$ cat src/hw/rtl/lcdmt_pkg.sv
`default_nettype none

package lcdmt_pkg;

  // Output mode codes
  localparam logic [1:0] LCD_MODE_HBLANK = 2'd0;
  localparam logic [1:0] LCD_MODE_VBLANK = 2'd1;
  localparam logic [1:0] LCD_MODE_OAM    = 2'd2;
  localparam logic [1:0] LCD_MODE_VRAM   = 2'd3;

  // Mode durations in CPU ticks
  localparam logic [31:0] TICKS_HBLANK      = 32'd204;
  localparam logic [31:0] TICKS_VBLANK_LINE = 32'd456;
  localparam logic [31:0] TICKS_OAM         = 32'd80;
  localparam logic [31:0] TICKS_VRAM        = 32'd172;
  localparam logic [31:0] TICKS_OAM_VRAM    = TICKS_OAM + TICKS_VRAM;

  // Scanline marks
  localparam logic [7:0] LINE_ENTER_VBLANK = 8'd143;
  localparam logic [7:0] LINE_LAST         = 8'd153;

  // LCD timing state machine, one-hot
  typedef enum logic [3:0] {
    MODE_HBLANK = 4'b0001,
    MODE_VBLANK = 4'b0010,
    MODE_OAM    = 4'b0100,
    MODE_VRAM   = 4'b1000
  } mode_t;

  typedef struct packed {
    logic [31:0] acc;
    mode_t       mode;
    logic [7:0]  line;
  } lcdmt_state_t;

  typedef struct packed {
    logic [1:0] lcd_mode;
    logic [7:0] line_number;
    logic       vblank_request;
  } lcdmt_result_t;

endpackage

`default_nettype wire

$ cat src/hw/rtl/lcdmt_if.sv
`default_nettype none

// Tick update channel
interface lcdmt_tick_if;
  logic        valid;
  logic        ready;
  logic [31:0] cpu_ticks;
  logic        vblank_enable;

  modport source (output valid, output cpu_ticks, output vblank_enable, input ready);
  modport sink   (input valid, input cpu_ticks, input vblank_enable, output ready);
endinterface

// Mode status channel
interface lcdmt_status_if;
  logic       valid;
  logic       ready;
  logic [1:0] lcd_mode;
  logic [7:0] line_number;
  logic       vblank_request;

  modport source (output valid, output lcd_mode, output line_number,
                  output vblank_request, input ready);
  modport sink   (input valid, input lcd_mode, input line_number,
                  input vblank_request, output ready);
endinterface

`default_nettype wire

$ cat src/hw/rtl/lcdmt_step.sv
`default_nettype none

// One timing step: saturating accumulate, then one mode transition
module lcdmt_step
  import lcdmt_pkg::*;
(
  input  lcdmt_state_t  state,
  input  logic [31:0]   elapsed,
  input  logic          enable,
  output lcdmt_state_t  state_next,
  output lcdmt_result_t result
);

  logic [32:0] sum;
  logic [31:0] acc_sat;
  logic [7:0]  line_inc;
  logic        request;

  // Saturating accumulate
  always_comb begin
    sum     = {1'b0, state.acc} + {1'b0, elapsed};
    acc_sat = sum[32] ? '1 : sum[31:0];
    line_inc = state.line + 8'd1;
  end

  // Mode step; OAM may run on through VRAM in the same step
  always_comb begin
    state_next = state;
    state_next.acc = acc_sat;
    request = 1'b0;
    case (state.mode)
      MODE_HBLANK: begin
        if (acc_sat >= TICKS_HBLANK) begin
          state_next.line = line_inc;
          state_next.acc  = acc_sat - TICKS_HBLANK;
          if (line_inc == LINE_ENTER_VBLANK) begin
            state_next.mode = MODE_VBLANK;
            request = enable;
          end else begin
            state_next.mode = MODE_OAM;
          end
        end
      end
      MODE_VBLANK: begin
        if (acc_sat >= TICKS_VBLANK_LINE) begin
          state_next.acc  = acc_sat - TICKS_VBLANK_LINE;
          state_next.line = line_inc;
          if (line_inc > LINE_LAST) begin
            state_next.line = 8'd0;
            state_next.mode = MODE_OAM;
          end
        end
      end
      MODE_OAM: begin
        if (acc_sat >= TICKS_OAM_VRAM) begin
          state_next.mode = MODE_HBLANK;
          state_next.acc  = acc_sat - TICKS_OAM_VRAM;
        end else if (acc_sat >= TICKS_OAM) begin
          state_next.mode = MODE_VRAM;
          state_next.acc  = acc_sat - TICKS_OAM;
        end
      end
      default: begin
        if (acc_sat >= TICKS_VRAM) begin
          state_next.mode = MODE_HBLANK;
          state_next.acc  = acc_sat - TICKS_VRAM;
        end
      end
    endcase
  end

  // Encode the result
  always_comb begin
    case (state_next.mode)
      MODE_HBLANK: result.lcd_mode = LCD_MODE_HBLANK;
      MODE_VBLANK: result.lcd_mode = LCD_MODE_VBLANK;
      MODE_OAM:    result.lcd_mode = LCD_MODE_OAM;
      default:     result.lcd_mode = LCD_MODE_VRAM;
    endcase
    result.line_number    = state_next.line;
    result.vblank_request = request;
  end

endmodule

`default_nettype wire

$ cat src/hw/rtl/lcd_mode_timing_sequencer.sv
`default_nettype none

// Channel  Dir  Payload                                     Per transfer
// ticks    in   cpu_ticks[31:0], vblank_enable              one tick update
// status   out  lcd_mode[1:0], line_number[7:0],            one status
//              vblank_request
//
// Two register stages: the input stage holds the elapsed tick count, the
// output stage holds the status after the mode step. One update per cycle
// while status is not stalled, through the input then the output stage.
// Reset (rst, synchronous) clears the accumulator, last tick count, line and
// sets HBlank. A stalled status output holds every full stage in place.

module lcd_mode_timing_sequencer
  import lcdmt_pkg::*;
(
  input  wire logic     clk,
  input  wire logic     rst,
  lcdmt_tick_if.sink    ticks,
  lcdmt_status_if.source status
);

  logic          s1_valid;
  logic [31:0]   s1_elapsed;
  logic          s1_enable;
  logic [31:0]   previous_ticks;
  logic          s1_advance;

  lcdmt_state_t  state;
  lcdmt_state_t  state_next;
  lcdmt_result_t result_next;
  lcdmt_result_t result;
  logic          out_valid;

  // Pipeline flow control
  assign s1_advance  = s1_valid && (!out_valid || status.ready);
  assign ticks.ready = !s1_valid || s1_advance;

  // Input stage: elapsed ticks, wrapping difference
  always_ff @(posedge clk) begin
    if (rst) begin
      s1_valid       <= 1'b0;
      previous_ticks <= '0;
    end else begin
      if (ticks.valid && ticks.ready) begin
        s1_valid       <= 1'b1;
        previous_ticks <= ticks.cpu_ticks;
      end else if (s1_advance) begin
        s1_valid <= 1'b0;
      end
    end
  end

  always_ff @(posedge clk) begin
    if (ticks.valid && ticks.ready) begin
      s1_elapsed <= ticks.cpu_ticks - previous_ticks;
      s1_enable  <= ticks.vblank_enable;
    end
  end

  lcdmt_step u_step (
    .state      (state),
    .elapsed    (s1_elapsed),
    .enable     (s1_enable),
    .state_next (state_next),
    .result     (result_next)
  );

  // Timing state and output register
  always_ff @(posedge clk) begin
    if (rst) begin
      state.acc  <= '0;
      state.mode <= MODE_HBLANK;
      state.line <= '0;
      out_valid  <= 1'b0;
    end else begin
      if (s1_advance) begin
        state     <= state_next;
        out_valid <= 1'b1;
      end else if (status.ready) begin
        out_valid <= 1'b0;
      end
    end
  end

  always_ff @(posedge clk) begin
    if (s1_advance) begin
      result <= result_next;
    end
  end

  assign status.valid          = out_valid;
  assign status.lcd_mode       = result.lcd_mode;
  assign status.line_number    = result.line_number;
  assign status.vblank_request = result.vblank_request;

endmodule

`default_nettype wire

$ cat src/flat_wrapper.sv
// flat-port wrapper written by rule: the top's interface ports become plain ports
module lcd_mode_timing_sequencer_flat import lcdmt_pkg::*;
  (clk, rst, ticks_valid, ticks_cpu_ticks, ticks_vblank_enable, ticks_ready, status_valid, status_lcd_mode, status_line_number, status_vblank_request, status_ready);
  lcdmt_tick_if ticks_i ();
  lcdmt_status_if status_i ();
  input  wire logic clk;
  input  wire logic rst;
  input wire logic [$bits(ticks_i.valid)-1:0] ticks_valid;
  input wire logic [$bits(ticks_i.cpu_ticks)-1:0] ticks_cpu_ticks;
  input wire logic [$bits(ticks_i.vblank_enable)-1:0] ticks_vblank_enable;
  output wire logic [$bits(ticks_i.ready)-1:0] ticks_ready;
  output wire logic [$bits(status_i.valid)-1:0] status_valid;
  output wire logic [$bits(status_i.lcd_mode)-1:0] status_lcd_mode;
  output wire logic [$bits(status_i.line_number)-1:0] status_line_number;
  output wire logic [$bits(status_i.vblank_request)-1:0] status_vblank_request;
  input wire logic [$bits(status_i.ready)-1:0] status_ready;
  assign ticks_i.valid = ticks_valid;
  assign ticks_i.cpu_ticks = ticks_cpu_ticks;
  assign ticks_i.vblank_enable = ticks_vblank_enable;
  assign ticks_ready = ticks_i.ready;
  assign status_valid = status_i.valid;
  assign status_lcd_mode = status_i.lcd_mode;
  assign status_line_number = status_i.line_number;
  assign status_vblank_request = status_i.vblank_request;
  assign status_i.ready = status_ready;
  lcd_mode_timing_sequencer u_core (.clk(clk), .rst(rst), .ticks(ticks_i), .status(status_i));
endmodule
$ cat config.mk
export PLATFORM = sky130hd
export DESIGN_NAME = lcd_mode_timing_sequencer_flat
export DESIGN_NICKNAME = d
export VERILOG_FILES = /design/src/hw/rtl/lcdmt_pkg.sv /design/src/hw/rtl/lcdmt_if.sv /design/src/hw/rtl/lcdmt_step.sv /design/src/hw/rtl/lcd_mode_timing_sequencer.sv /design/src/flat_wrapper.sv
export SDC_FILE = /design/constraint.sdc
export NUM_CORES = 1
export LEC_CHECK = 0
export ABC_CLOCK_PERIOD_IN_PS = 11700
export CAP_MARGIN = 20
export CORE_MARGIN = 5
export CORE_UTILIZATION = 65
export CTS_BUF_LIST = sky130_fd_sc_hd__clkbuf_8 sky130_fd_sc_hd__clkbuf_16
export CTS_CLUSTER_SIZE = 14
export DETAILED_ROUTE_END_ITERATION = 16
export DONT_BUFFER_PORTS = 1
export HOLD_SLACK_MARGIN = 0.1
export PLACE_DENSITY_LB_ADDON = 0.08
export SLEW_MARGIN = 20
export SYNTH_ARGS = -nofsm -noshare
export SYNTH_HDL_FRONTEND = slang
export SYNTH_SLANG_ARGS = --single-unit
$ cat constraint.sdc
create_clock -name clk -period 11.7 [get_ports clk]
set_clock_uncertainty 0.1 [all_clocks]
set_input_delay 2.34 -clock clk [delete_from_list [all_inputs] [get_ports clk]]
set_output_delay 2.34 -clock clk [all_outputs]
set_load 0.01 [all_outputs]
==> run summary <==
Place
• number of I/O port buffers: 0
• Final GP Congestion: 1.06
• post-DP HPWL: 25500 um
• Post-Place Worst Slack: 5.62 ns

Clock network
• Worst-Skew Late Latency: 0.43 ns
• number of hold buffers added after cts: 0
• CTS clock-pin slew for the worst setup and hold paths: 0.06 ns
• number of H-tree levels: 4
• CTS tree: yes
• number of post-CTS setup repair buffers: 0
• clock tree root driver cell: sky130_fd_sc_hd__clkbuf_16
• CTS resizes: 0
• TritonCTS buffer count: 17
• buffer levels on the longest clock path: 2
• Clock Sink Count: 122

Timing
• unrepaired setup endpoints after global routing: false
• min cycle time layout: 6.27 ns
• final hold violation count: 0
• Relative slew margins: 0.309
• final worst-path cycle share: 0.536
• Fin Hold WS: 0.349 ns
• PnR worst setup slack: 5.43 ns
• Setup violations, final: 0
• number of max-slew violations in the final report: 0
• transition time at the pin with the least slew margin: 1.03 ns
• aggregate negative setup slack: 0 ns
• Peak Freq: 0.159 GHz

Floorplanning
• Starting Density: 0.667
• Cell Rows: 47
• num ports: 50
• full die area: 19900 um^2
• Chip Height: 141 um
• width of the die: 141 um
• core area: 16700 um^2

Setup path
• category of the worst setup path launch point: register
• crit path kind: reg -> reg
• largest fanout on the critical path: 16
• slack of the worst reg-to-reg path: 5.43 ns
• Data arrival, critical path: 6.49 ns
• kind of end point of the critical path: register
• required time worst endpoint: 11.92 ns

Drt
• post-route ant nets: 0
• via-per-instance ratio: 6.83
• overall via count from detail_route: 11200
• Initial DRC Count: 1748
• routed wire length: 34000 um
• Routed WL per cell: 20.7 um
• Post-route DRC: 0
• first-pass detailed-route iteration total: 11

Logic synthesis
• sequential element share of the synthesized area: 0.259
• Post-synth top flop: sky130_fd_sc_hd__dfxtp_1
• Gate Count Post-Synth: 1450
• Synth Register Bits: 122
• number of enable flip-flop cells after synthesis: 44
• asr flop ratio synth: 0
• Yosys warning total: 0
• post-synthesis cell area: 11100 um^2
• synthesized area per cell: 7.68 um^2
• number of distinct standard cells referenced by the synthesized netlist: 110
• Post-Syn Nets: 1564

Power
• Leak: 0.00431 uW
• pwr dens: 173 nW/um^2
• Max rail drop VDD: 0.000131 V
• overall power: 2020 uW

Cells and area
• commonest cells after routing, fill and taps aside: sky130_fd_sc_hd__nand2_1 (185), sky130_fd_sc_hd__a21oi_1 (143), sky130_fd_sc_hd__nor2_1 (134), sky130_fd_sc_hd__o21ai_0 (95), sky130_fd_sc_hd__dfxtp_1 (78)
• fraction of layout instances using a drive strength above 1: 0.0751
• most common library cell in the layout ignoring fill and taps: sky130_fd_sc_hd__nand2_1
• final core area utilization: 0.699
• net total in the final layout: 1525
• Synth-to-Final Area Change: 4.84%
• count of antenna diodes in the layout: 0

Hold path
• worst min-delay path category: reg -> reg

Job
• Maximum Capacitance Violations: 0

Global route
• first-pass GRT wire length: 54600 um
• total global-route track usage: 0.339
• final global-route overflow total: 0
• vias in the first global route: 10400
• antenna violations before repair: 0
• pin count of the biggest net entering global routing: 66

Run status
• result of the run: finished, final reports clean

[metal layers]
metal  share of wire  vias to the layer above  global-route usage
met3            0.12                      170              0.0738
met4           0.052                        0               0.157
met2            0.42                      729               0.514
met1            0.41                     5047               0.462
li1                -                     5287                   -
met5               0                        -                   0
[power breakdown]
part / switching (uW) / internal (uW) / leakage [uW] / total [uW]
Clock: 214 / 289 / 0.000260 / 503
Combinational: 662 / 331 / 0.00299 / 993
Sequential: 30.8 / 489 / 0.00106 / 519
[path summary, 6_finish.rpt]
check,startpoint,endpoint,depth (start not counted)
worst max-delay path,u_core.s1_elapsed[0],u_core.state[24],18
worst min-delay path,u_core.previous_ticks[24],u_core.previous_ticks[24],2
worst max register to register,u_core.s1_elapsed[0],u_core.state[24],18
worst min register to register,u_core.previous_ticks[24],u_core.previous_ticks[24],2
[sequential cells by signal, summed over array words and instances, names as in the netlist]
name / cells
u_core.s1_valid: 1
u_core.previous_ticks: 32
u_core.s1_elapsed: 32
u_core.s1_enable: 1
u_core.status.valid: 1
u_core.status.lcd_mode: 2
u_core.state: 44
u_core.status.line_number: 8
u_core.status.vblank_request: 1
[metrics by stage]
stage          cell area, um^2  instances
3_5_place_dp             11100       1612
4_1_cts                  11700       1644
6_report                 11700       1644
3_3_place_gp             11100       1612
5_1_grt                  11700       1644
2_1_floorplan            11100       1450
[logic make-up after synthesis]
| family | after synthesis | synth area share |
|---|---|---|
| AO/OA/AOI/OAI | 479 | 0.282 |
| XOR/XNOR | 74 | 0.0582 |
| adder cells (fa/ha/maj) | 77 | 0.0878 |
| buffers and inverters | 133 | 0.0576 |
| flip-flops | 122 | 0.259 |
| multiplexers | 8 | 0.00741 |
| AND/OR/NAND/NOR | 557 | 0.249 |
[cell type report]
class                   instances  area [um^2]
flip-flops and latches        122         2880
multi-input cells            1195         7630
well taps                     220          275
clock buffers                  19          464
inverters                      62          234
repair buffers                 13         97.6
fillers                      1432         5020
clock inverters                13         90.1
[critical path, cell delays in order, from the launching register on]
cell	delay [ns]
sky130_fd_sc_hd__edfxtp_1	0.37
sky130_fd_sc_hd__ha_1	0.23
sky130_fd_sc_hd__fa_1	0.44
sky130_fd_sc_hd__a211oi_2	0.29
sky130_fd_sc_hd__o211ai_1	0.16
sky130_fd_sc_hd__a21boi_2	0.48
sky130_fd_sc_hd__nor4_4	0.12
sky130_fd_sc_hd__or3_1	0.62
sky130_fd_sc_hd__buf_4	0.33
sky130_fd_sc_hd__nor2_1	0.24
sky130_fd_sc_hd__inv_1	0.15
sky130_fd_sc_hd__ha_1	0.30
sky130_fd_sc_hd__a21oi_1	0.41
sky130_fd_sc_hd__a21oi_1	0.29
sky130_fd_sc_hd__nor2_1	0.65
sky130_fd_sc_hd__nand2_1	0.27
sky130_fd_sc_hd__xor2_1	0.29
sky130_fd_sc_hd__nor3_1	0.09
sky130_fd_sc_hd__a2111oi_2	0.34
[cells in the mapped netlist, types with 10 or more instances]
cell type                  count  share of area
sky130_fd_sc_hd__or3_1        15         0.0084
sky130_fd_sc_hd__xnor2_1      54          0.042
sky130_fd_sc_hd__a21o_1       20          0.013
sky130_fd_sc_hd__a211oi_1     24          0.016
sky130_fd_sc_hd__nand3_1      41          0.018
sky130_fd_sc_hd__o211ai_1     17          0.011
sky130_fd_sc_hd__xor2_1       20          0.016
sky130_fd_sc_hd__ha_1         75          0.084
sky130_fd_sc_hd__dfxtp_1      78           0.14
sky130_fd_sc_hd__nor2_1      135          0.045
sky130_fd_sc_hd__o21a_1       19          0.013
sky130_fd_sc_hd__nand2b_1     13         0.0073
sky130_fd_sc_hd__a31oi_1      24          0.013
sky130_fd_sc_hd__nand4_1      20          0.011
sky130_fd_sc_hd__nand2_1     185          0.062
sky130_fd_sc_hd__nor3_1       42          0.019
sky130_fd_sc_hd__clkbuf_1     47          0.016
sky130_fd_sc_hd__and3_1       16         0.0090
sky130_fd_sc_hd__or2_2        11         0.0062
sky130_fd_sc_hd__o31ai_1      14         0.0094
sky130_fd_sc_hd__inv_1        62          0.021
sky130_fd_sc_hd__edfxtp_1     44           0.12
sky130_fd_sc_hd__o21bai_1     10         0.0067
sky130_fd_sc_hd__o21ai_0      95          0.043
sky130_fd_sc_hd__a21oi_1     143          0.064
No activity file was read; power rests on OpenSTA's default activity.
